## config.mk

```make
export PLATFORM = sky130hd
export DESIGN_NAME = lbgd_cfg_regs
export DESIGN_NICKNAME = d
export VERILOG_FILES = /design/src/rtl/assert_macros.svh /design/src/rtl/lbgd_pkg.sv /design/src/rtl/lbgd_cfg_regs.sv
export SDC_FILE = /design/constraint.sdc
export NUM_CORES = 1
export LEC_CHECK = 0
export BUFFER_PORTS_ARGS = -buffer_cell sky130_fd_sc_hd__buf_4
export CORE_MARGIN = 10
export CORE_UTILIZATION = 44
export CTS_BUF_LIST = sky130_fd_sc_hd__clkbuf_16
export CTS_CLUSTER_DIAMETER = 50
export DETAILED_ROUTE_END_ITERATION = 10
export GPL_TIMING_DRIVEN = 0
export PLACE_DENSITY = 0.95
export RECOVER_POWER = 100
export SLEW_MARGIN = 20
export SYNTH_ARGS = -nofsm -noshare
export SYNTH_HDL_FRONTEND = slang
export SYNTH_SLANG_ARGS = --single-unit
```

## constraint.sdc

```tcl
create_clock -name clk -period 2.1 [get_ports clk]
set_input_delay 0.105 -clock clk [delete_from_list [all_inputs] [get_ports clk]]
set_output_delay 0.105 -clock clk [all_outputs]
set_load 0.03 [all_outputs]
```

## src/rtl/assert_macros.svh

```systemverilog
// ----------------------------------------------------------------------------
// assert_macros.svh
// Concurrent assertion helpers; every user module provides clk and rst_n
// ----------------------------------------------------------------------------
`ifndef ASSERT_MACROS_SVH
`define ASSERT_MACROS_SVH

// same-cycle implication, checked out of reset
`define ASSERT_IMPL(label, ante, cons, msg) \
  label: assert property (@(posedge clk) disable iff (!rst_n) (ante) |-> (cons)) \
    else $error(msg);

// next-cycle implication, checked out of reset
`define ASSERT_NEXT(label, ante, cons, msg) \
  label: assert property (@(posedge clk) disable iff (!rst_n) (ante) |=> (cons)) \
    else $error(msg);

`endif

```

## src/rtl/lbgd_pkg.sv

```systemverilog
// ----------------------------------------------------------------------------
// lbgd_pkg
// Shared types and constants of the LZSS byte-group decompressor
// ----------------------------------------------------------------------------
package lbgd_pkg;

  localparam int WINDOW_BYTES_DEF = 16384;
  localparam int COUNT_BITS_DEF   = 24;

  localparam int BYTE_W  = 8;
  localparam int OSIZE_W = 24;
  localparam int GROUP_W = 2;
  localparam int BIAS_W  = 3;
  // 12-bit distance field times a group of up to 3
  localparam int DIST_W  = 14;
  // (15 + 7) times 3 fits in 7 bits
  localparam int LEN_W   = 7;
  localparam int TOK_W   = 3;

  localparam int PADDR_W = 4;
  localparam int PDATA_W = 32;
  localparam int REG_IDX_W = PADDR_W - 2;

  localparam logic [REG_IDX_W-1:0] REG_FRAME_LEN   = 2'd0;
  localparam logic [REG_IDX_W-1:0] REG_GROUP_BYTES = 2'd1;
  localparam logic [REG_IDX_W-1:0] REG_LENGTH_BIAS = 2'd2;

  localparam logic [OSIZE_W-1:0] FRAME_LEN_RST   = '0;
  localparam logic [GROUP_W-1:0] GROUP_BYTES_RST = 2'd1;
  localparam logic [BIAS_W-1:0]  LENGTH_BIAS_RST = 3'd1;

  typedef enum logic [1:0] {
    PH_FLAG,
    PH_LIT,
    PH_LO,
    PH_HI
  } phase_t;

  typedef enum logic {
    ST_PARSE,
    ST_COPY
  } eng_state_t;

  typedef struct packed {
    logic [OSIZE_W-1:0] frame_len;
    logic [GROUP_W-1:0] group_bytes;
    logic [BIAS_W-1:0]  length_bias;
  } cfg_t;

endpackage

```

## src/rtl/lbgd_cfg_regs.sv

```systemverilog
// ----------------------------------------------------------------------------
// lbgd_cfg_regs
// APB register file: output size, group size and length bias
// ----------------------------------------------------------------------------
module lbgd_cfg_regs (
  input  logic                          clk,
  input  logic                          rst_n,
  input  logic                          psel,
  input  logic                          penable,
  input  logic                          pwrite,
  input  logic [lbgd_pkg::PADDR_W-1:0]  paddr,
  input  logic [lbgd_pkg::PDATA_W-1:0]  pwdata,
  output logic                          pready,
  output logic [lbgd_pkg::PDATA_W-1:0]  prdata,
  output lbgd_pkg::cfg_t                cfg
);
  import lbgd_pkg::*;

  logic [OSIZE_W-1:0]   frame_len_r;
  logic [GROUP_W-1:0]   group_bytes_r;
  logic [BIAS_W-1:0]    length_bias_r;
  logic                 wr_en;
  logic [REG_IDX_W-1:0] reg_idx;

  assign pready  = 1'b1;
  assign wr_en   = psel && penable && pwrite;
  assign reg_idx = paddr[PADDR_W-1:2];

  always_ff @(posedge clk) begin
    if (!rst_n) begin
      frame_len_r   <= FRAME_LEN_RST;
      group_bytes_r <= GROUP_BYTES_RST;
      length_bias_r <= LENGTH_BIAS_RST;
    end else if (wr_en) begin
      case (reg_idx)
        REG_FRAME_LEN:   frame_len_r   <= pwdata[OSIZE_W-1:0];
        REG_GROUP_BYTES: group_bytes_r <= pwdata[GROUP_W-1:0];
        REG_LENGTH_BIAS: length_bias_r <= pwdata[BIAS_W-1:0];
        default: ;
      endcase
    end
  end

  always_comb begin
    prdata = '0;
    case (reg_idx)
      REG_FRAME_LEN:   prdata = PDATA_W'(frame_len_r);
      REG_GROUP_BYTES: prdata = PDATA_W'(group_bytes_r);
      REG_LENGTH_BIAS: prdata = PDATA_W'(length_bias_r);
      default:         prdata = '0;
    endcase
  end

  assign cfg.frame_len   = frame_len_r;
  assign cfg.group_bytes = group_bytes_r;
  assign cfg.length_bias = length_bias_r;

endmodule

```

==> impl_results.md, run 1 <==
- GPL Wtd Cong: about 0.85
- Slew Limit Headroom: 26.5%
- Clock power frac: a little under half
- PD cells: ~650 nW/um^2
- Cts hold-fix bufs: 0
- Clk sink count: 29
- Yosys warning total: 0
- Worst VDD drop: 552 uV
- Die X: just under 80 microns
- Setup TNS: 0 ns
- Endpoints failing setup: 0
- Share of cells above drive strength 1: approximately 23%
- Post-route clock period utilization: 72.4%
- All-layer global routing usage: between 10% and 20%
- Cell at the root of the clock tree: clkbuf_16
- # H-tree levels: 2
- Non-filler cells, final: 308
- CP bufs+invs: 3
- Final Hold Vio Count: 0
- Longest Clk Path Bufs: 2
- Startpoint types: input pin
- Post-DP HPWL: roughly 3.7 mm
- Crit path max fanout: 10
- Layout Area Growth over Synthesis: 45.4%
- Core area: 3100 sq um
- Antenna-violating nets left: 0
- CP Cell Sequence: clkbuf_1 -> nor2_1 -> clkbuf_1 -> and2_1 -> clkbuf_1
- Slowest stage delay, CP: about 0.44 ns
- Vias: roughly 1400
- Hold Path Class: in -> reg
- Post-CTS Resized: 0
- Hold-critical path depth: 3
- Io pins: just over 100
- Cells after Synth: between 150 and 200
- Maximum clock frequency: between 0.6 and 0.7 GHz
- Critical Path RT: around 2.0 ns
- Die H: 77.5 microns
- Total CTS buffers: 5
- Post-Route WL: around 4.6 mm
- CP top delay family: buffers and inverters
- Drt pass-1 iters: 4
- Yosys cell types: 15
- Reg-to-reg endpoint: length_bias_r[0]$_SDFFE_PN1P_
- Status: finished, final reports clean
- HP Start: pwdata[23]
- CTS tree: built
- Reg clk slew, reported paths: roughly 0.040 ns
- Max capacitance violation total: 0
- Worst reg2reg startpoint: length_bias_r[0]$_SDFFE_PN1P_
- Min Tclk post-route: approximately 1.5 ns
- Worst skew pair latency: 0.26 ns
- DRC Markers: 0
- Internal power: approximately 1.1 mW
- Post-Syn Area per Cell: ~8.6 sq um
- Antenna diodes: 0
- Post-synthesis sequential area ratio: about two fifths
- Total congestion overflow: 0
- Critical path capture point type: primary output
- Data arrival time of the worst path: approximately 1.4 ns
- Cell at the slowest stage of the critical path: clkbuf_1
- Crit Path Category: in -> out
- Hold worst-path end: frame_len_r[23]$_SDFFE_PN0P_
- Row count: 20
- Post-CTS setup buffers: 0
- DR WL/cell: between 10 and 15 microns
- Initial antenna violation count: 0
- Net Sw Frac: 23.2%
- CP dominant cell by count: clkbuf_1
- IO buf count: 80
- Vias in the first global route: about 1400
- Starting Density: between 40% and 50%
- Placed instance count: about 300
- Vias per cell: between 4 and 5
- FILL cells: ~300
- Mapped Area: 1460 sq um
- Max-slew violations: 0
- Reg power frac: 41.3%
- FF-to-FF path depth: 2
- RSZ-0062 raised after global routing: false
- Largest net degree at the start of global routing: 11
- Die area: about 6000 sq um
- Commonest non-fill, non-tap cell in the layout: nand2_1
- Most frequent cells in the layout: nand2_1 (53), buf_4 (52), clkbuf_1 (46), mux2i_1 (32), dfxtp_1 (29)
- Starting DRT DRC Count: 43
- Setup slack, reg-to-reg: roughly 1.4 ns
- Combinational power share: between 10% and 20%
- Slew of the pin with the lowest slew margin: around 1.1 ns
- Clock Skew: 0 ns
- Sw Pwr: between 0.3 and 0.4 mW
- Fin nets: between 300 and 400
- Static leakage: around 0.91 nW
- First-pass GRT wire length: approximately 7.1 mm
- Yosys reg bits: 29
-- power groups by stage --
stage | sequential [mW] | clock (mW) | combinational [mW]
after floorplan | 0.588 | 0 | 0.0972
after global placement | 0.574 | 0 | 0.181
after detailed placement | 0.575 | 0 | 0.183
after CTS | 0.564 | 0.643 | 0.184
after global routing | 0.565 | 0.665 | 0.189
final | 0.565 | 0.630 | 0.174
-- cells by family (layout without fill, tap and decap cells) --
| logic type | after synthesis | count (layout) | share of synthesized area, % |
|---|---|---|---|
| other | 2 | 9 | 0.516 |
| and+or+nand+nor | 84 | 84 | 27.3 |
| DFF | 29 | 29 | 39.9 |
| buffers and inverters | 21 | 108 | 9.54 |
| muxes | 32 | 32 | 22.0 |
| AOI/OAI and AO/OA | 2 | 2 | 0.688 |
-- sequential cells by signal, indices dropped and copies added, names as in the netlist --
signal and flops:
length_bias_r 3, group_bytes_r 2, frame_len_r 24
-- stage by stage --
step	power, mW	utilization [%]	hold WS (ns)	setup slack [ns]	cell area (sq um)
after floorplan	0.685	-	0.247	0.684	1480
after global placement	0.756	68.9	0.362	0.802	2140
after detailed placement	0.758	68.9	0.370	0.809	2140
after CTS	1.39	73.1	0.0909	0.807	2270
after global routing	1.42	68.2	0.0954	0.498	2120
final	1.37	68.2	0.0956	0.580	2120
-- how the worst max path moves through the flow --
stage	start	end	slack, ns	depth (start not counted)
2_1_floorplan	group_bytes_r[0]$_SDFFE_PN1P_	prdata[0]	0.68	2
3_3_place_gp	paddr[2]	prdata[22]	0.80	5
3_5_place_dp	paddr[2]	prdata[7]	0.81	5
4_1_cts	paddr[2]	prdata[12]	0.81	5
5_1_grt	paddr[2]	prdata[6]	0.50	5
6_report	paddr[2]	prdata[11]	0.58	5
-- layer usage --
| metal | track usage, % | vias up | share of wire [%] |
|---|---|---|---|
| met3 | 5.88 | 4 | 8.0 |
| met1 | 15.7 | 634 | 42 |
| li1 | - | 711 | - |
| met4 | 5.47 | 0 | 1.3 |
| met2 | 24.7 | 63 | 49 |
| met5 | 0 | - | 0 |
-- tightest hold or removal path, delay by kind of cell --
kind	cells	cell delay, ns
buffers and inverters	1	0.11
multiplexers	1	0.05
AND/OR/NAND/NOR	1	0.04
-- synthesized netlist by cell type, drive strengths merged --
cell,number,area (sq um)
and2,21,131
buf,13,109
clkbuf,8,30.0
conb,2,7.51
dfxtp,29,581
mux2i,32,320
nand2,53,199
nand3,1,5.00
nand4,1,6.26
nor2,2,7.51
nor2b,4,25.0
nor3,1,16.3
nor3b,1,7.51
o21ai,2,10.0
-- final cells by class --
cell class / count / area, sq um / share of cell area (%)
buffer: 21 / 135 / 6.39
clock buffer: 5 / 125 / 5.91
clock inverter: 2 / 7.51 / 0.355
multi-input combinational: 127 / 751 / 35.5
sequential: 29 / 581 / 27.4
tap: 44 / 55.1 / 2.60
timing repair buffer: 80 / 462 / 21.8
No activity file was read; power rests on OpenSTA's default activity.
==> run 2: changes to the inputs <==
Settings changed: CORE_UTILIZATION 44 to 41, PLACE_DENSITY 0.95 to 0.9.
Clock period 2.1 ns to 1.58 ns, I/O delays scaled along.
==> impl_results.md, run 2 (same netlist as run 1, synthesis figures left out) <==
- Fin nets: 305 (unchanged)
- Antenna-violating nets left: 0 (unchanged)
- First-pass GRT wire length: 7.13 mm (was 7.15 mm)
- CTS tree: built (unchanged)
- Starting DRT DRC Count: 77 (was 43)
- Setup TNS: 0 ns (unchanged)
- Min Tclk post-route: 1.37 ns
- Internal power: 1.40 mW (was 1.05 mW)
- DR WL/cell: 14.7 microns (was 14.8 microns)
- DRC Markers: 0 (unchanged)
- Total congestion overflow: 0 (unchanged)
- Initial antenna violation count: 0 (unchanged)
- Maximum clock frequency: 0.732 GHz
- Sw Pwr: 0.439 mW (was 0.317 mW)
- Longest Clk Path Bufs: 2 (unchanged)
- Biggest registers after layout: frame_len_r x24, length_bias_r x3, group_bytes_r x2 (unchanged)
- Final Hold Vio Count: 0 (unchanged)
- Placement Setup Slack: 0.338 ns (was 0.809 ns)
- Max FFs per register: 24 (unchanged)
- Slew of the pin with the lowest slew margin: 0.584 ns (was 1.09 ns)
- Status: finished, final reports clean (unchanged)
- Combinational power share: 12.6% (was 12.7%)
- Max capacitance violation total: 0 (unchanged)
- Worst VDD drop: 587 uV (was 552 uV)
- Post-route worst setup slack: 0.214 ns (was 0.580 ns)
- Static leakage: 0.913 nW (was 0.907 nW)
- Share of cells above drive strength 1: 23.5% (was 22.7%)
- Total CTS buffers: 5 (unchanged)
- Most frequent cells in the layout: buf_4 (53), nand2_1 (53), clkbuf_1 (45), mux2i_1 (32), dfxtp_1 (29) (was nand2_1 (53), buf_4 (52), clkbuf_1 (46), mux2i_1 (32), dfxtp_1 (29))
- Die area: 6330 sq um (was 6010 sq um)
- All-layer global routing usage: 14.1% (was 14.5%)
- Post-Route WL: 4.55 mm (was 4.57 mm)
- Reg clk slew, reported paths: 0.05 ns (was 0.04 ns)
- Row count: 21 (was 20)
- Die H: 79.6 microns (was 77.5 microns)
- Starting Density: 42.9% (was 46.9%)
- Vias in the first global route: 1517 (was 1448)
- Layout Area Growth over Synthesis: 45.3% (was 45.4%)
- Worst skew pair latency: 0.27 ns (was 0.26 ns)
- Clock power frac: 46.6% (was 46.0%)
- Drt pass-1 iters: 4 (unchanged)
- Hold Path Class: in -> reg (unchanged)
- Post-route clock period utilization: 86.4%
- Register with the most flip-flops: frame_len_r (unchanged)
- Post-CTS setup buffers: 0 (unchanged)
- Vias per cell: 4.56 (was 4.58)
- Clk sink count: 29 (unchanged)
- Crit Path Category: in -> out (unchanged)
- Core Util, Final: 62.4% (was 68.2%)
- FILL cells: 344 (was 307)
- Antenna diodes: 0 (unchanged)
- Net Sw Frac: 23.9% (was 23.2%)
- Crit path max fanout: 10 (unchanged)
- Core area: 3390 sq um (was 3100 sq um)
- Data arrival time of the worst path: 1.29 ns (was 1.42 ns)
- Max-slew violations: 0 (unchanged)
- Cts hold-fix bufs: 0 (unchanged)
- Endpoints failing setup: 0 (unchanged)
- Clock Skew: 0 ns (unchanged)
- Critical Path RT: 1.50 ns (was 2.00 ns)
- GPL Wtd Cong: 0.796 (was 0.848)
- Post-CTS Resized: 0 (unchanged)
- RSZ-0062 raised after global routing: false (unchanged)
- Startpoint types: input pin (unchanged)
- Cell at the root of the clock tree: clkbuf_16 (unchanged)
- PD cells: 868 nW/um^2 (was 647 nW/um^2)
- Post-DP HPWL: 3.58 mm (was 3.70 mm)
- # H-tree levels: 2 (unchanged)
- Vias: 1415 (was 1412)
- Critical path capture point type: primary output (unchanged)
- IO buf count: 80 (unchanged)
- Io pins: 103 (unchanged)
- Die X: 79.6 microns (was 77.5 microns)
- Reg power frac: 40.8% (was 41.3%)
- Slew Limit Headroom: 60.9% (was 26.5%)
- Largest net degree at the start of global routing: 11 (unchanged)
==> run 2: through the flow <==
| stage | cells | area [sq um] | power, mW | hold slack (ns) |
|---|---|---|---|---|
| after floorplan | 177 | 1480 | 0.911 | 0.221 |
| final | 310 | 2110 | 1.84 | 0.0610 |
| after global placement | 303 | 2140 | 1.00 | 0.338 |
| after detailed placement | 303 | 2140 | 1.01 | 0.345 |
| after CTS | 310 | 2270 | 1.87 | 0.0581 |
| after global routing | 310 | 2110 | 1.90 | 0.0657 |
==> run 2: final cells by class <==
cell class                      count  area (sq um)  area share, %
Tap cell                           46          57.6           2.72
Buffer                             21           126           5.98
Sequential cell                    29           581           27.5
Multi-Input combinational cell    127           756           35.7
Clock buffer                        5           125           5.92
Timing Repair Buffer               80           462           21.8
Clock inverter                      2          7.51          0.355
==> run 2: routing by layer <==
metal / up-vias / wire length, microns / GRT usage (%)
met2: 60 / 2220 / 24.4
li1: 709 / - / -
met5: - / 0 / 0
met4: 0 / 51 / 5.20
met3: 7 / 546 / 8.67
met1: 639 / 1720 / 13.2
==> run 2: worst paths after layout <==
kind                                      start  cells after the start  slack (ns)                       endpoint
setup / recovery                       paddr[2]                      5        0.21                     prdata[13]
setup reg to reg  length_bias_r[0]$_SDFFE_PN1P_                      2        0.94  length_bias_r[0]$_SDFFE_PN1P_
hold reg to reg    frame_len_r[21]$_SDFFE_PN0P_                      2        0.47   frame_len_r[21]$_SDFFE_PN0P_
hold / removal                       pwdata[12]                      3        0.06   frame_len_r[12]$_SDFFE_PN0P_
==> run 2: critical path, cell delays in order <==
cell and delay (ns):
buf_4 0.14, nor2_1 0.16, clkbuf_1 0.40, and2_1 0.19, clkbuf_1 0.32
==> run 2: power by group through the flow <==
| stage | Combinational (mW) | Clock (mW) | Sequential, mW |
|---|---|---|---|
| after floorplan | 0.129 | 0 | 0.782 |
| after global placement | 0.241 | 0 | 0.763 |
| after detailed placement | 0.244 | 0 | 0.764 |
| after CTS | 0.245 | 0.870 | 0.750 |
| after global routing | 0.251 | 0.903 | 0.750 |
| final | 0.231 | 0.856 | 0.750 |
==> run 3: changes to the inputs <==
Settings changed: CTS_CLUSTER_SIZE from default to 16, MAX_ROUTING_LAYER from default to met4.
==> impl_results.md, run 3 (same netlist as run 1, synthesis figures left out) <==
- Share of cells above drive strength 1: 23.5% (unchanged)
- Initial antenna violation count: 0 (unchanged)
- Startpoint types: input pin (unchanged)
- Largest net degree at the start of global routing: 11 (unchanged)
- FILL cells: 344 (unchanged)
- Cell at the root of the clock tree: clkbuf_16 (unchanged)
- Vias in the first global route: 1517 (unchanged)
- Post-route clock period utilization: 87.4% (was 86.4%)
- PD cells: 869 nW/um^2 (was 868 nW/um^2)
- Post-route worst setup slack: 0.200 ns (was 0.214 ns)
- Biggest registers after layout: frame_len_r x24, length_bias_r x3, group_bytes_r x2 (unchanged)
- Fin nets: 305 (unchanged)
- Met2 usage: 24.4% (unchanged)
- Die H: 79.6 microns (unchanged)
- Register with the most flip-flops: frame_len_r (unchanged)
- Die area: 6330 sq um (unchanged)
- Endpoints failing setup: 0 (unchanged)
- Core area: 3390 sq um (unchanged)
- Slew Limit Headroom: 61.2% (was 60.9%)
- Vias per cell: 4.58 (was 4.56)
- Max capacitance violation total: 0 (unchanged)
- Clock Skew: 0 ns (unchanged)
- Longest Clk Path Bufs: 2 (unchanged)
- Placed instance count: 303 (unchanged)
- Drt pass-1 iters: 4 (unchanged)
- CTS tree: built (unchanged)
- Critical Path RT: 1.50 ns (about the same)
- GPL Wtd Cong: 0.807 (was 0.796)
- Final Hold Vio Count: 0 (unchanged)
- RSZ-0062 raised after global routing: false (unchanged)
- Starting DRT DRC Count: 79 (was 77)
- First-pass GRT wire length: 7.13 mm (unchanged)
- Post-Route WL: 4.56 mm (was 4.55 mm)
- Busiest grt layer: met2 (unchanged)
- Vias: 1420 (was 1415)
- M3 GR Usage: 6.53% (was 8.67%)
- Placement Setup Slack: 0.338 ns (unchanged)
- Slew of the pin with the lowest slew margin: 0.579 ns (was 0.584 ns)
- Core Util, Final: 62.4% (unchanged)
- Die X: 79.6 microns (unchanged)
- # H-tree levels: 2 (unchanged)
- M1 GR Usage: 14.5% (was 13.2%)
- Min Tclk post-route: 1.38 ns (was 1.37 ns)
- Post-CTS Resized: 0 (unchanged)
- Data arrival time of the worst path: 1.30 ns (was 1.29 ns)
- Setup TNS: 0 ns (unchanged)
- Clk sink count: 29 (unchanged)
- Status: finished, final reports clean (unchanged)
- Max FFs per register: 24 (unchanged)
- Total congestion overflow: 0 (unchanged)
- Post-CTS setup buffers: 0 (unchanged)
- Crit path max fanout: 10 (unchanged)
- Non-filler cells, final: 310 (unchanged)
- All-layer global routing usage: 14.5% (was 14.1%)
- Static leakage: 0.913 nW (unchanged)
- Antenna diodes: 0 (unchanged)
- Cts hold-fix bufs: 0 (unchanged)
- Layout Area Growth over Synthesis: 45.3% (unchanged)
- Reg clk slew, reported paths: 0.05 ns (about the same)
- Io pins: 103 (unchanged)
- Starting Density: 42.9% (unchanged)
- Critical path capture point type: primary output (unchanged)
- Most frequent cells in the layout: buf_4 (53), nand2_1 (53), clkbuf_1 (45), mux2i_1 (32), dfxtp_1 (29) (unchanged)
- DR WL/cell: 14.7 microns (about the same)
- Row count: 21 (unchanged)
- Max-slew violations: 0 (unchanged)
- Total CTS buffers: 5 (unchanged)
- DRC Markers: 0 (unchanged)
- Crit Path Category: in -> out (unchanged)
- Hold Path Class: in -> reg (unchanged)
- Maximum clock frequency: 0.725 GHz (was 0.732 GHz)
- Worst skew pair latency: 0.27 ns (about the same)
- Post-DP HPWL: 3.58 mm (unchanged)
- Antenna-violating nets left: 0 (unchanged)
- Worst VDD drop: 588 uV (was 587 uV)
- IO buf count: 80 (unchanged)
## run 3: cell counts in the layout (fill, tap and decap cells not counted)
Identical to the previous run, type by type.
## run 3: path summary, 6_finish.rpt
path | depth (start not counted) | slack, ns | to | from
setup reg to reg | 2 | 0.94 | length_bias_r[0]$_SDFFE_PN1P_ | length_bias_r[0]$_SDFFE_PN1P_
hold / removal | 3 | 0.06 | frame_len_r[12]$_SDFFE_PN0P_ | pwdata[12]
hold reg to reg | 2 | 0.47 | frame_len_r[21]$_SDFFE_PN0P_ | frame_len_r[21]$_SDFFE_PN0P_
setup / recovery | 5 | 0.20 | prdata[13] | paddr[2]
## run 3: through the flow
stage | hold WS (ns) | total power [mW] | instance area [sq um]
final | 0.0610 | 1.84 | 2110
after detailed placement | 0.345 | 1.01 | 2140
after global routing | 0.0657 | 1.90 | 2110
after CTS | 0.0581 | 1.87 | 2270
after global placement | 0.338 | 1.00 | 2140
after floorplan | 0.221 | 0.911 | 1480
## run 3: power by group
group	leakage [nW]	switching (mW)	internal, mW
registers	0.234	0.00690	0.743
logic	0.611	0.137	0.0942
clock network	0.0685	0.296	0.560
total	0.913	0.440	1.40
## run 3: critical path: stages
cell and delay [ns]:
buf_4 0.14, nor2_1 0.16, clkbuf_1 0.41, and2_1 0.19, clkbuf_1 0.32
## run 3: cell type report
cell class	count	area, sq um	area share [%]
sequential	29	581	27.5
timing repair buffer	80	462	21.8
multi-input combinational	127	756	35.7
clock inverter	2	7.51	0.355
tap	46	57.6	2.72
clock buffer	5	125	5.92
buffer	21	126	5.98
## run 3: routing by layer
| metal | vias to the layer above | wire, microns |
|---|---|---|
| met2 | 64 | 2230 |
| met3 | 7 | 411 |
| met1 | 640 | 1870 |
| li1 | 709 | - |
| met4 | 0 | 51 |
| met5 | - | 0 |
