==> config.mk <==
export PLATFORM = sky130hd
export DESIGN_NAME = lbgd_ctrl_flat
export DESIGN_NICKNAME = d
export VERILOG_FILES = /design/src/rtl/lbgd_pkg.sv /design/src/rtl/lbgd_in_if.sv /design/src/rtl/lbgd_out_if.sv /design/src/rtl/lbgd_ctrl.sv /design/src/flat_wrapper.sv
export VERILOG_INCLUDE_DIRS = /design/src /design/src/rtl
export SDC_FILE = /design/constraint.sdc
export NUM_CORES = 1
export LEC_CHECK = 0
export BUFFER_PORTS_ARGS = -buffer_cell sky130_fd_sc_hd__buf_2
export CORE_UTILIZATION = 40
export DETAILED_ROUTE_END_ITERATION = 10
export PLACE_DENSITY_LB_ADDON = 0.12
export SETUP_SLACK_MARGIN = 0.15
export SKIP_CTS_REPAIR_TIMING = 1
export SLEW_MARGIN = 20
export SYNTH_ARGS = -nofsm -noshare
export SYNTH_HDL_FRONTEND = slang
export SYNTH_SLANG_ARGS = --single-unit
==> constraint.sdc <==
create_clock -name clk -period 18.3 [get_ports clk]
set_input_delay 3.66 -clock clk [delete_from_list [all_inputs] [get_ports clk]]
set_output_delay 3.66 -clock clk [all_outputs]
set_load 0.05 [all_outputs]
==> src/rtl/assert_macros.svh <==
// ----------------------------------------------------------------------------
// assert_macros.svh
// Concurrent assertion helpers; every user module provides clk and rst_n
// ----------------------------------------------------------------------------
`ifndef ASSERT_MACROS_SVH
`define ASSERT_MACROS_SVH

// same-cycle implication, checked out of reset
`define ASSERT_IMPL(label, ante, cons, msg) \
  label: assert property (@(posedge clk) disable iff (!rst_n) (ante) |-> (cons)) \
    else $error(msg);

// next-cycle implication, checked out of reset
`define ASSERT_NEXT(label, ante, cons, msg) \
  label: assert property (@(posedge clk) disable iff (!rst_n) (ante) |=> (cons)) \
    else $error(msg);

`endif

==> src/rtl/lbgd_pkg.sv <==
// ----------------------------------------------------------------------------
// lbgd_pkg
// Shared types and constants of the LZSS byte-group decompressor
// ----------------------------------------------------------------------------
package lbgd_pkg;

  localparam int WINDOW_BYTES_DEF = 16384;
  localparam int COUNT_BITS_DEF   = 24;

  localparam int BYTE_W  = 8;
  localparam int OSIZE_W = 24;
  localparam int GROUP_W = 2;
  localparam int BIAS_W  = 3;
  // 12-bit distance field times a group of up to 3
  localparam int DIST_W  = 14;
  // (15 + 7) times 3 fits in 7 bits
  localparam int LEN_W   = 7;
  localparam int TOK_W   = 3;

  localparam int PADDR_W = 4;
  localparam int PDATA_W = 32;
  localparam int REG_IDX_W = PADDR_W - 2;

  localparam logic [REG_IDX_W-1:0] REG_FRAME_LEN   = 2'd0;
  localparam logic [REG_IDX_W-1:0] REG_GROUP_BYTES = 2'd1;
  localparam logic [REG_IDX_W-1:0] REG_LENGTH_BIAS = 2'd2;

  localparam logic [OSIZE_W-1:0] FRAME_LEN_RST   = '0;
  localparam logic [GROUP_W-1:0] GROUP_BYTES_RST = 2'd1;
  localparam logic [BIAS_W-1:0]  LENGTH_BIAS_RST = 3'd1;

  typedef enum logic [1:0] {
    PH_FLAG,
    PH_LIT,
    PH_LO,
    PH_HI
  } phase_t;

  typedef enum logic {
    ST_PARSE,
    ST_COPY
  } eng_state_t;

  typedef struct packed {
    logic [OSIZE_W-1:0] frame_len;
    logic [GROUP_W-1:0] group_bytes;
    logic [BIAS_W-1:0]  length_bias;
  } cfg_t;

endpackage

==> src/rtl/lbgd_in_if.sv <==
// ----------------------------------------------------------------------------
// lbgd_in_if
// Compressed byte channel: valid/ready plus one byte and its end marker
// ----------------------------------------------------------------------------
interface lbgd_in_if;
  import lbgd_pkg::*;

  logic              valid;
  logic              ready;
  logic [BYTE_W-1:0] in_byte;
  logic              in_last;

  modport source (output valid, output in_byte, output in_last, input ready);
  modport sink   (input valid, input in_byte, input in_last, output ready);
endinterface

==> src/rtl/lbgd_out_if.sv <==
// ----------------------------------------------------------------------------
// lbgd_out_if
// Decompressed byte channel: valid/ready plus one byte and two markers
// ----------------------------------------------------------------------------
interface lbgd_out_if;
  import lbgd_pkg::*;

  logic              valid;
  logic              ready;
  logic [BYTE_W-1:0] out_byte;
  logic              run_last;
  logic              frame_full;

  modport source (output valid, output out_byte, output run_last, output frame_full,
                  input ready);
  modport sink   (input valid, input out_byte, input run_last, input frame_full,
                  output ready);
endinterface

==> src/rtl/lbgd_ctrl.sv <==
// ----------------------------------------------------------------------------
// lbgd_ctrl
// Token parser and copy engine around the history memory
// ----------------------------------------------------------------------------
`include "assert_macros.svh"

module lbgd_ctrl #(
  parameter int  WINDOW_BYTES = lbgd_pkg::WINDOW_BYTES_DEF,
  parameter int  COUNT_BITS   = lbgd_pkg::COUNT_BITS_DEF,
  localparam int PW           = $clog2(WINDOW_BYTES)
) (
  input  logic                        clk,
  input  logic                        rst_n,
  input  lbgd_pkg::cfg_t              cfg,
  lbgd_in_if.sink                     in_ch,
  lbgd_out_if.source                  out_ch,
  output logic                        mem_we,
  output logic [PW-1:0]               mem_waddr,
  output logic [lbgd_pkg::BYTE_W-1:0] mem_wdata,
  output logic                        mem_re,
  output logic [PW-1:0]               mem_raddr,
  input  logic [lbgd_pkg::BYTE_W-1:0] mem_rdata
);
  import lbgd_pkg::*;

  localparam int CW    = COUNT_BITS;
  localparam int CMP_W = (CW > OSIZE_W) ? CW : OSIZE_W;
  localparam int DC_W  = (CW > DIST_W) ? CW : DIST_W;
  localparam int EW    = ((PW > DIST_W) ? PW : DIST_W) + 2;

  function automatic phase_t pick_phase(input logic [BYTE_W-1:0] flags,
                                        input logic [TOK_W-1:0] idx);
    return flags[idx] ? PH_LIT : PH_LO;
  endfunction

  // parse state
  eng_state_t          state_r, state_nxt;
  phase_t              phase_r, phase_nxt;
  logic [BYTE_W-1:0]   flags_r, flags_nxt;
  logic [TOK_W-1:0]    tok_r, tok_nxt;
  logic [GROUP_W-1:0]  lit_r, lit_nxt;
  logic [BYTE_W-1:0]   offset_low_r, offset_low_nxt;
  logic [CW-1:0]       cnt_r, cnt_nxt;
  logic [PW-1:0]       wptr_r, wptr_nxt;

  // copy engine
  logic [DIST_W-1:0]   dist_r, dist_nxt;
  logic [LEN_W-1:0]    len_r, len_nxt;
  logic                last_r, last_nxt;
  logic                pend_r, pend_nxt;
  logic                fwd_r, fwd_nxt;
  logic [BYTE_W-1:0]   fwd_data_r, fwd_data_nxt;
  logic                zero_r, zero_nxt;

  // output register
  logic                out_valid_r, out_valid_nxt;
  logic [BYTE_W-1:0]   out_byte_r, out_byte_nxt;
  logic                run_last_r, run_last_nxt;
  logic                frame_full_r, frame_full_nxt;

  logic [GROUP_W-1:0]  grp;
  logic                can_emit, in_ready, accept, full;
  logic [CMP_W-1:0]    size_ext;
  logic [CW-1:0]       cnt_inc, cnt_cur;
  logic [PW-1:0]       wptr_inc, wptr_cur;
  logic                full_after, hit_size;
  logic [2*BYTE_W-1:0] word;
  logic [DIST_W-1:0]   dist_calc;
  logic [LEN_W-1:0]    len_calc;
  logic [TOK_W-1:0]    tok_adv;
  phase_t              phase_adv;

  logic                emit, emit_last, issue, copy_done, fwd_hit;
  logic [BYTE_W-1:0]   emit_byte;
  logic [EW-1:0]       wc_ext, dist_ext, raddr_ext;

  assign grp      = (cfg.group_bytes == '0) ? GROUP_W'(1) : cfg.group_bytes;
  assign can_emit = !out_valid_r || out_ch.ready;
  assign in_ready = (state_r == ST_PARSE) && can_emit;
  assign accept   = in_ch.valid && in_ready;
  assign size_ext = CMP_W'(cfg.frame_len);
  assign full     = CMP_W'(cnt_r) >= size_ext;

  assign cnt_inc    = (cnt_r == '1) ? cnt_r : cnt_r + CW'(1);
  assign wptr_inc   = (wptr_r == PW'(WINDOW_BYTES - 1)) ? '0 : wptr_r + PW'(1);
  assign full_after = CMP_W'(cnt_inc) >= size_ext;
  assign hit_size   = CMP_W'(cnt_inc) == size_ext;

  assign word      = {in_ch.in_byte, offset_low_r};
  assign dist_calc = DIST_W'(word[2*BYTE_W-1:4]) * DIST_W'(grp);
  assign len_calc  = LEN_W'((LEN_W'(word[3:0]) + LEN_W'(cfg.length_bias)) * LEN_W'(grp));

  assign tok_adv   = tok_r + TOK_W'(1);
  assign phase_adv = (tok_adv == '0) ? PH_FLAG : pick_phase(flags_r, tok_adv);

  // beat production and memory read issue
  always_comb begin
    emit      = 1'b0;
    emit_byte = in_ch.in_byte;
    emit_last = 1'b1;
    issue     = 1'b0;
    copy_done = 1'b0;
    if (state_r == ST_PARSE) begin
      emit = accept && !full && (phase_r == PH_LIT);
    end else if (!pend_r) begin
      issue = 1'b1;
    end else if (can_emit) begin
      emit      = 1'b1;
      emit_byte = zero_r ? '0 : (fwd_r ? fwd_data_r : mem_rdata);
      copy_done = (len_r == LEN_W'(1)) || full_after;
      emit_last = copy_done;
      issue     = !copy_done;
    end
  end

  // read address for the next copied byte, relative to its write slot
  assign wptr_cur  = emit ? wptr_inc : wptr_r;
  assign cnt_cur   = emit ? cnt_inc : cnt_r;
  assign wc_ext    = EW'(wptr_cur);
  assign dist_ext  = EW'(dist_r);
  assign raddr_ext = (wc_ext >= dist_ext) ? wc_ext - dist_ext
                                          : wc_ext + EW'(WINDOW_BYTES) - dist_ext;
  assign fwd_hit   = emit && (raddr_ext[PW-1:0] == wptr_r);

  assign mem_we    = emit;
  assign mem_waddr = wptr_r;
  assign mem_wdata = emit_byte;
  assign mem_re    = issue;
  assign mem_raddr = raddr_ext[PW-1:0];

  // engine state
  always_comb begin
    state_nxt = state_r;
    unique case (state_r)
      ST_PARSE: begin
        if (accept && !full && phase_r == PH_HI && len_calc != '0) begin
          state_nxt = ST_COPY;
        end
      end
      ST_COPY: begin
        if (copy_done) begin
          state_nxt = ST_PARSE;
        end
      end
    endcase
  end

  // parser, counters and copy registers
  always_comb begin
    phase_nxt      = phase_r;
    flags_nxt      = flags_r;
    tok_nxt        = tok_r;
    lit_nxt        = lit_r;
    offset_low_nxt = offset_low_r;
    cnt_nxt        = emit ? cnt_inc : cnt_r;
    wptr_nxt       = emit ? wptr_inc : wptr_r;
    dist_nxt       = dist_r;
    len_nxt        = len_r;
    last_nxt       = last_r;
    pend_nxt       = pend_r;
    fwd_nxt        = fwd_r;
    fwd_data_nxt   = fwd_data_r;
    zero_nxt       = zero_r;

    if (accept) begin
      if (!full) begin
        unique case (phase_r)
          PH_FLAG: begin
            flags_nxt = in_ch.in_byte;
            tok_nxt   = '0;
            phase_nxt = pick_phase(in_ch.in_byte, '0);
            lit_nxt   = grp;
          end
          PH_LIT: begin
            lit_nxt = lit_r - GROUP_W'(1);
            if (lit_r == GROUP_W'(1)) begin
              tok_nxt   = tok_adv;
              phase_nxt = phase_adv;
              lit_nxt   = grp;
            end
          end
          PH_LO: begin
            offset_low_nxt = in_ch.in_byte;
            phase_nxt      = PH_HI;
          end
          PH_HI: begin
            tok_nxt   = tok_adv;
            phase_nxt = phase_adv;
            lit_nxt   = grp;
            dist_nxt  = dist_calc;
            len_nxt   = len_calc;
            last_nxt  = in_ch.in_last;
            pend_nxt  = 1'b0;
          end
        endcase
      end
      if (in_ch.in_last) begin
        phase_nxt      = PH_FLAG;
        flags_nxt      = '0;
        tok_nxt        = '0;
        lit_nxt        = '0;
        offset_low_nxt = '0;
        // a pending copy still needs the stream position
        if (state_nxt == ST_PARSE) begin
          cnt_nxt  = '0;
          wptr_nxt = '0;
        end
      end
    end

    if (state_r == ST_COPY) begin
      if (emit) begin
        len_nxt = len_r - LEN_W'(1);
      end
      if (copy_done) begin
        pend_nxt = 1'b0;
        if (last_r) begin
          cnt_nxt  = '0;
          wptr_nxt = '0;
        end
      end
      if (issue) begin
        pend_nxt     = 1'b1;
        fwd_nxt      = fwd_hit;
        fwd_data_nxt = emit_byte;
        zero_nxt     = (dist_r == '0) || (DC_W'(dist_r) > DC_W'(cnt_cur)) ||
                       (32'(dist_r) > 32'(WINDOW_BYTES));
      end
    end
  end

  // output register
  always_comb begin
    out_valid_nxt  = out_valid_r;
    out_byte_nxt   = out_byte_r;
    run_last_nxt   = run_last_r;
    frame_full_nxt = frame_full_r;
    if (emit) begin
      out_valid_nxt  = 1'b1;
      out_byte_nxt   = emit_byte;
      run_last_nxt   = emit_last;
      frame_full_nxt = hit_size;
    end else if (out_ch.ready) begin
      out_valid_nxt = 1'b0;
    end
  end

  always_ff @(posedge clk) begin
    if (!rst_n) begin
      state_r      <= ST_PARSE;
      phase_r      <= PH_FLAG;
      flags_r      <= '0;
      tok_r        <= '0;
      lit_r        <= '0;
      offset_low_r <= '0;
      cnt_r        <= '0;
      wptr_r       <= '0;
      pend_r       <= 1'b0;
      out_valid_r  <= 1'b0;
    end else begin
      state_r      <= state_nxt;
      phase_r      <= phase_nxt;
      flags_r      <= flags_nxt;
      tok_r        <= tok_nxt;
      lit_r        <= lit_nxt;
      offset_low_r <= offset_low_nxt;
      cnt_r        <= cnt_nxt;
      wptr_r       <= wptr_nxt;
      pend_r       <= pend_nxt;
      out_valid_r  <= out_valid_nxt;
    end
  end

  always_ff @(posedge clk) begin
    dist_r       <= dist_nxt;
    len_r        <= len_nxt;
    last_r       <= last_nxt;
    fwd_r        <= fwd_nxt;
    fwd_data_r   <= fwd_data_nxt;
    zero_r       <= zero_nxt;
    out_byte_r   <= out_byte_nxt;
    run_last_r   <= run_last_nxt;
    frame_full_r <= frame_full_nxt;
  end

  assign in_ch.ready       = in_ready;
  assign out_ch.valid      = out_valid_r;
  assign out_ch.out_byte   = out_byte_r;
  assign out_ch.run_last   = run_last_r;
  assign out_ch.frame_full = frame_full_r;

  `ASSERT_IMPL(a_copy_blocks_input, state_r == ST_COPY, !in_ready, "input taken during copy")
  `ASSERT_IMPL(a_copy_len_nonzero, state_r == ST_COPY, len_r != '0, "copy with no bytes left")
  `ASSERT_IMPL(a_fwd_only_dist_one, issue && fwd_hit, dist_r == DIST_W'(1), "bad forward")
  `ASSERT_NEXT(a_full_ends_copy, emit && full_after, state_r == ST_PARSE, "copy ran past size")

endmodule

==> src/flat_wrapper.sv <==
// flat-port wrapper written by rule: the top's interface ports become plain ports
module lbgd_ctrl_flat import lbgd_pkg::*;
#(
  parameter int  WINDOW_BYTES = lbgd_pkg::WINDOW_BYTES_DEF,
  parameter int  COUNT_BITS   = lbgd_pkg::COUNT_BITS_DEF,
  localparam int PW           = $clog2(WINDOW_BYTES)
)
  (clk, rst_n, cfg, mem_we, mem_waddr, mem_wdata, mem_re, mem_raddr, mem_rdata, in_ch_valid, in_ch_in_byte, in_ch_in_last, in_ch_ready, out_ch_valid, out_ch_out_byte, out_ch_run_last, out_ch_frame_full, out_ch_ready);
  lbgd_in_if in_ch_i ();
  lbgd_out_if out_ch_i ();
  input  logic clk;
  input  logic rst_n;
  input  lbgd_pkg::cfg_t cfg;
  output logic mem_we;
  output logic [PW-1:0] mem_waddr;
  output logic [lbgd_pkg::BYTE_W-1:0] mem_wdata;
  output logic mem_re;
  output logic [PW-1:0] mem_raddr;
  input  logic [lbgd_pkg::BYTE_W-1:0] mem_rdata;
  input wire logic [$bits(in_ch_i.valid)-1:0] in_ch_valid;
  input wire logic [$bits(in_ch_i.in_byte)-1:0] in_ch_in_byte;
  input wire logic [$bits(in_ch_i.in_last)-1:0] in_ch_in_last;
  output wire logic [$bits(in_ch_i.ready)-1:0] in_ch_ready;
  output wire logic [$bits(out_ch_i.valid)-1:0] out_ch_valid;
  output wire logic [$bits(out_ch_i.out_byte)-1:0] out_ch_out_byte;
  output wire logic [$bits(out_ch_i.run_last)-1:0] out_ch_run_last;
  output wire logic [$bits(out_ch_i.frame_full)-1:0] out_ch_frame_full;
  input wire logic [$bits(out_ch_i.ready)-1:0] out_ch_ready;
  assign in_ch_i.valid = in_ch_valid;
  assign in_ch_i.in_byte = in_ch_in_byte;
  assign in_ch_i.in_last = in_ch_in_last;
  assign in_ch_ready = in_ch_i.ready;
  assign out_ch_valid = out_ch_i.valid;
  assign out_ch_out_byte = out_ch_i.out_byte;
  assign out_ch_run_last = out_ch_i.run_last;
  assign out_ch_frame_full = out_ch_i.frame_full;
  assign out_ch_i.ready = out_ch_ready;
  lbgd_ctrl #(.WINDOW_BYTES(WINDOW_BYTES), .COUNT_BITS(COUNT_BITS)) u_core (.clk(clk), .rst_n(rst_n), .cfg(cfg), .in_ch(in_ch_i), .out_ch(out_ch_i), .mem_we(mem_we), .mem_waddr(mem_waddr), .mem_wdata(mem_wdata), .mem_re(mem_re), .mem_raddr(mem_raddr), .mem_rdata(mem_rdata));
endmodule
==> impl_metrics.env, run 1 <==
export IMPL_status="completed"
export IMPL_r2r_cells=18
export IMPL_min_period_ns=12.43
export IMPL_max_stage_delay_ns=0.63
export IMPL_tightest_slew_ns=0.851
export IMPL_cts_buffers=9
export IMPL_pwr_density_cell_nw_per_um2=54.4
export IMPL_die_y_microns=149
export IMPL_syn_to_final_growth_pct=11.8
export IMPL_max_cap_violations=0
export IMPL_die_area_sq_um=22300
export IMPL_combPwrFrac_pct=14.7
export IMPL_grt_pass1_vias=6896
export IMPL_ys_top_cells_by_area="dfxtp_1 16%, ha_1 15%, edfxtp_1 12%"
export IMPL_drive_gt1_share_pct=13.2
export IMPL_vias_per_cell=5.36
export IMPL_rsz0062_at_grt="false"
export IMPL_async_flop_share_pct=0
export IMPL_n_antenna_cell=0
export IMPL_slew_headroom_pct=43.2
export IMPL_dp_cells=1347
export IMPL_drtPass1Iterations=4
export IMPL_ys_seq_area_share_pct=28.5
export IMPL_hold_end="u_core.lit_r[1]"
export IMPL_fillerInstances=2151
export IMPL_dp_slack_ns=5.89
export IMPL_synth_main_ff_cell="dfxtp_1"
export IMPL_postLayoutSetupSlackWorst_ns=5.87
export IMPL_antenna_left=0
export IMPL_syn_inst=1005
export IMPL_synth_seq_cells=106
export IMPL_fp_row_count=53
export IMPL_die_x_microns=149
export IMPL_fin_nets=1241
export IMPL_synth_edf_count=35
export IMPL_worst_path_buf_inv=5
export IMPL_tns_ns=0
export IMPL_swShare_pct=29.0
export IMPL_syn_area_sq_um=8670
export IMPL_setup_violations=0
export IMPL_yosysWarnings=0
export IMPL_clockRootBuffer="clkbuf_16"
export IMPL_yosysTopAreaCellShare_pct=16.4
export IMPL_yosys_area_top_type="dfxtp_1"
export IMPL_wl_per_cell_microns=16.3
export IMPL_final_core_util_pct=45.9
export IMPL_clkPwrFrac_pct=37.4
export IMPL_finalPower_mw=0.528
export IMPL_via_count=7303
export IMPL_r2r_start="u_core.cnt_r[6]"
export IMPL_drv_slew=0
export IMPL_portBuffers=99
export IMPL_path_max_fanout=38
export IMPL_clock_sinks=106
export IMPL_wirelength_microns=22200
export IMPL_postSynthAreaPerCell_sq_um=8.63
export IMPL_rrSetupSlack_ns=12.51
export IMPL_hold_depth=2
export IMPL_clk_insertion_delay_late_ns=0.37
export IMPL_cts_tree="yes"
export IMPL_hp_start="u_core.lit_r[1]"
export IMPL_crit_path_cell_trace="buf_2 -> inv_1 -> ha_1 -> and3_1 -> a2111oi_0 -> a21o_1 -> a31oi_4 -> inv_2 -> mux2i_1 -> inv_1 -> ha_1 -> nor2b_1 -> o31a_1 -> o21ai_0 -> a211oi_1 -> o21ai_0 -> a211o_1 -> xor2_1 -> xnor2_1 -> buf_2"
export IMPL_crit_type="input pin to output port"
export IMPL_htreeDepth=3
export IMPL_dp_hpwl_microns=17400
export IMPL_cp_start_kind="input pin"
export IMPL_reg2reg_to="u_core.fwd_r"
export IMPL_stdcell_count=1363
export IMPL_p_sw_mw=0.153
export IMPL_p_leak_nw=4.23
export IMPL_power_share_sequential_pct=47.9
export IMPL_core_sq_um=21200
export IMPL_grt_pass1_wl_microns=36000
export IMPL_hold_ws_ns=0.480
export IMPL_fmax_mhz=80.5
export IMPL_initial_core_util_pct=41.0
export IMPL_grt_max_degree=39
export IMPL_synth_nets=1163
export IMPL_synth_cell_types=72
export IMPL_placed_area_sq_um=9410
export IMPL_clk_pin_slew_ns=0.08
export IMPL_grtUsageTotal_pct=20.5
export IMPL_cpLargestDelayFamily="compound AO/OA/AOI/OAI gates"
export IMPL_final_area_sq_um=9700
export IMPL_ir_worst_vdd_mv=0.0397
export IMPL_drt_initial_drc_count=361
export IMPL_io_pins=100
export IMPL_hold_viol=0
export IMPL_clockBufferDepth=2
export IMPL_place_gp_congestion=0.830
export IMPL_hold_class="register to register"
export IMPL_finClkSkew_ns=0.0143
export IMPL_required_ns=14.64
export IMPL_critPathSlowestCell="inv_2"
export IMPL_crit_arrival_ns=8.77
export IMPL_grt_overflow=0
export IMPL_grt_antenna_before_repair=0
export IMPL_critPathCaptureType="output port"
export IMPL_internal_power_mw=0.375
export IMPL_drc=0
export IMPL_period_share_pct=67.9
## worst max-delay path by stage
stage               startpoint       endpoint  slack, ns  cells after the start
CTS                    cfg[10]  mem_raddr[13]       5.90                     20
global route           cfg[10]  mem_raddr[13]       5.45                     20
finish                 cfg[10]  mem_raddr[13]       5.87                     20
global placement       cfg[10]  mem_raddr[13]       6.02                     20
floorplan              cfg[10]  mem_raddr[13]       6.21                     19
detailed placement     cfg[10]  mem_raddr[13]       5.89                     20
## kinds of logic after synthesis
logic type / count (synthesis) / share of synthesized area [%]
AND/OR/NAND/NOR: 388 / 23.1
adder cells (fa/ha/maj): 108 / 15.9
AO/OA/AOI/OAI: 181 / 14.6
buffers and inverters: 102 / 4.54
XOR/XNOR: 94 / 9.98
multiplexers: 26 / 3.33
flip-flops: 106 / 28.5
## routing by layer
metal	up-vias	part of all wire (%)	track usage, %	wire, microns
li1	3753	-	-	-
met1	3399	49	27.9	10900
met2	135	47	34.3	10300
met3	16	3.3	3.12	726
met4	0	0.92	4.18	205
met5	-	0	0	0
## state kept, by name, indices dropped and copies added, names as in the netlist, 3 cells and up
signal and flops:
u_core.tok_r 3, u_core.mem_waddr 14, u_core.offset_low_r 8, u_core.fwd_data_r 8, u_core.cnt_r 24, u_core.flags_r 8
u_core.len_r 7, u_core.dist_r 14, u_core.out_ch.out_byte 8
## power groups by stage
stage / clock network, mW / registers [mW] / logic, mW
final: 0.197 / 0.253 / 0.0774
after global placement: 0 / 0.258 / 0.0779
after floorplan: 0 / 0.260 / 0.0540
after CTS: 0.205 / 0.253 / 0.0782
after detailed placement: 0 / 0.258 / 0.0778
after global routing: 0.213 / 0.254 / 0.0871
## cell usage in the layout (no fill, tap or decap), types with 11 or more instances in the layout
master	instances
xor2_1	27
nor2b_1	39
inv_1	64
nor3_1	31
and2_1	32
nand3_1	37
buf_2	99
o21ai_0	27
nand4_1	26
ha_1	104
nand2_1	71
o21a_1	11
a21o_1	16
and3_1	12
xnor2_1	64
a21oi_1	40
dfxtp_1	71
mux2i_1	21
edfxtp_1	35
nor2_1	90
## worst reg2reg max path, stage by stage (launching register included)
cell       delay [ns]
dfxtp_1          0.50
ha_1             0.30
and3_1           0.16
a2111oi_0        0.51
a21o_1           0.38
a31oi_4          0.14
inv_2            0.63
nand4_1          0.22
xor2_1           0.21
nor2_1           0.06
ha_1             0.42
xnor2_1          0.35
nor3_1           0.12
a211oi_1         0.33
nand4_1          0.13
a311oi_1         0.26
nand4_1          0.19
nor4b_1          0.44
and4_1           0.30
## cell usage after synthesis (all sizes together) (4+ instances only)
cell type,number
inv,65
o221a,5
nor2,90
edfxtp,35
ha,104
nand4,26
a211oi,9
and4,4
xor2,27
nor4,10
and3,12
nand2b,10
o21a,11
or3,10
and2,33
a32oi,5
fa,4
o21ai,27
a31oi,9
a211o,6
xnor2,64
a21o,16
nor3,31
nand2,71
a21boi,8
nand3,37
a21oi,41
buf,8
nor2b,40
clkbuf,29
dfxtp,71
o31ai,10
mux2i,21
a22oi,8
## area by class of cell
class	count	area, sq um	share of cell area (%)
multi-input cells	797	5810	59.9
flip-flops and latches	106	2470	25.5
repair buffers	104	533	5.49
well taps	275	344	3.55
inverters	65	244	2.52
clock buffers	9	225	2.32
clock inverters	7	67.6	0.697
No activity file was read; power rests on OpenSTA's default activity.
==> run 2, diff against run 1 <==
==> constraint.sdc (replaced) <==
create_clock -name clk -period 11.4 [get_ports clk]
set_input_delay 2.28 -clock clk [delete_from_list [all_inputs] [get_ports clk]]
set_output_delay 2.28 -clock clk [all_outputs]
set_load 0.05 [all_outputs]
==> impl_metrics.env, run 2 (synthesis results as in run 1) <==
export IMPL_cts_tree="yes"
export IMPL_initial_core_util_pct=41.0
export IMPL_p_leak_nw=4.25
export IMPL_ir_worst_vdd_mv=0.0691
export IMPL_pwr_density_cell_nw_per_um2=89.8
export IMPL_clockBufferDepth=2
export IMPL_dp_slack_ns=1.71
export IMPL_tns_ns=0
export IMPL_cts_buffers=9
export IMPL_place_gp_congestion=0.872
export IMPL_internal_power_mw=0.625
export IMPL_path_max_fanout=25
export IMPL_largest_reg_flops=24
export IMPL_layout_commonest_cell="ha_1"
export IMPL_wirelength_microns=22400
export IMPL_die_area_sq_um=22300
export IMPL_postLayoutSetupSlackWorst_ns=1.70
export IMPL_drtPass1Iterations=6
export IMPL_io_pins=100
export IMPL_grt_pass1_wl_microns=36300
export IMPL_grt_max_degree=39
export IMPL_grt_overflow=0
export IMPL_die_x_microns=149
export IMPL_fp_row_count=53
export IMPL_n_antenna_cell=0
export IMPL_r2r_start="u_core.cnt_r[6]"
export IMPL_fmax_mhz=103
export IMPL_wl_per_cell_microns=16.4
export IMPL_clkPwrFrac_pct=39.1
export IMPL_drv_slew=0
export IMPL_power_share_sequential_pct=46.5
export IMPL_hold_viol=0
export IMPL_htreeDepth=3
export IMPL_required_ns=9.12
export IMPL_p_sw_mw=0.249
export IMPL_hp_start="u_core.lit_r[1]"
export IMPL_fillerInstances=2116
export IMPL_finClkSkew_ns=0.0103
export IMPL_crit_arrival_ns=7.42
export IMPL_combPwrFrac_pct=14.4
export IMPL_vias_per_cell=5.36
export IMPL_slew_headroom_pct=37.8
export IMPL_period_share_pct=85.1
export IMPL_r2r_cells=19
export IMPL_drc=0
export IMPL_antenna_left=0
export IMPL_swShare_pct=28.5
export IMPL_setup_violations=0
export IMPL_grtUsageTotal_pct=20.8
export IMPL_clockRootBuffer="clkbuf_16"
export IMPL_fin_nets=1242
export IMPL_status="completed"
export IMPL_crit_type="input pin to output port"
export IMPL_max_cap_violations=0
export IMPL_dp_hpwl_microns=17600
export IMPL_grt_pass1_vias=6998
export IMPL_critPathCaptureType="output port"
export IMPL_rsz0062_at_grt="false"
export IMPL_clk_pin_slew_ns=0.07
export IMPL_reg2reg_to="u_core.fwd_r"
export IMPL_die_y_microns=149
export IMPL_final_cell_mix="104 x ha_1, 99 x buf_2, 90 x nor2_1"
export IMPL_clock_sinks=106
export IMPL_core_sq_um=21200
export IMPL_min_period_ns=9.70
export IMPL_drive_gt1_share_pct=13.3
export IMPL_cp_start_kind="input pin"
export IMPL_hold_ws_ns=0.481
export IMPL_hold_depth=2
export IMPL_hold_end="u_core.lit_r[1]"
export IMPL_grt_antenna_before_repair=0
export IMPL_portBuffers=99
export IMPL_tightest_slew_ns=0.910
export IMPL_top_register="u_core.cnt_r"
export IMPL_drt_initial_drc_count=353
export IMPL_syn_to_final_growth_pct=12.2
export IMPL_rrSetupSlack_ns=5.40
export IMPL_hold_class="register to register"
export IMPL_via_count=7316
export IMPL_clk_insertion_delay_late_ns=0.37
## run 2: cell count changes in the layout (fill, tap and decap cells not counted)
cell,before,now
clkinv_4,0,1
bufinv_16,0,1
inv_6,4,3
buf_4,5,6
clkinvlp_2,1,0
## run 2: per-stage QoR
step / instance area [sq um] / util (%) / power [mW] / std cells
6_report: 9730 / 46.0 / 0.874 / 1364
5_1_grt: 9730 / 46.0 / 0.914 / 1364
4_1_cts: 9730 / 46.0 / 0.888 / 1364
3_5_place_dp: 9420 / 44.5 / 0.540 / 1348
3_3_place_gp: 9420 / 44.5 / 0.540 / 1348
2_1_floorplan: 8670 / - / 0.503 / 1005
## run 2: layout make-up
type                       instances  area [sq um]  area share [%]
clock inverter                     7          92.6           0.951
clock buffer                       9           225            2.31
inverter                          65           244            2.51
sequential                       106          2470            25.4
timing repair buffer             105           541            5.55
multi-input combinational        797          5810            59.7
tap                              275           344            3.54
## run 2: power by group through the flow
stage          Sequential (mW)  Clock, mW  Combinational (mW)
2_1_floorplan            0.417          0              0.0867
3_3_place_gp             0.415          0               0.125
3_5_place_dp             0.415          0               0.126
4_1_cts                  0.406      0.355               0.127
5_1_grt                  0.407      0.366               0.141
6_report                 0.406      0.342               0.126
## run 2: critical path: stages
cell and delay, ns:
buf_2 0.07, inv_1 0.05, ha_1 0.30, and3_1 0.20, a2111oi_0 0.83, a21o_1 0.34
a31oi_4 0.11, inv_2 0.42, mux2i_1 0.40, inv_1 0.08, ha_1 0.27, nor2b_1 0.14
o31a_1 0.27, o21ai_0 0.42, a211oi_1 0.18, o21ai_0 0.24, a211o_1 0.20, xor2_1 0.18
xnor2_1 0.13, buf_2 0.28
## run 2: how the worst max path moves through the flow
stage               startpoint       endpoint  slack, ns  cells past startpoint
finish                 cfg[10]  mem_raddr[13]       1.70                     20
global route           cfg[10]  mem_raddr[13]       1.29                     21
CTS                    cfg[10]  mem_raddr[13]       1.69                     20
detailed placement     cfg[10]  mem_raddr[13]       1.71                     20
global placement       cfg[10]  mem_raddr[13]       1.80                     20
floorplan              cfg[10]  mem_raddr[13]       2.07                     19
## run 2: layer usage
| metal | vias to the layer above | share of wire, % | GRT usage [%] |
|---|---|---|---|
| met5 | - | 0 | 0 |
| met4 | 0 | 1.3 | 5.26 |
| met3 | 19 | 4.4 | 3.15 |
| met2 | 147 | 46 | 34.3 |
| met1 | 3396 | 48 | 28.2 |
| li1 | 3754 | - | - |
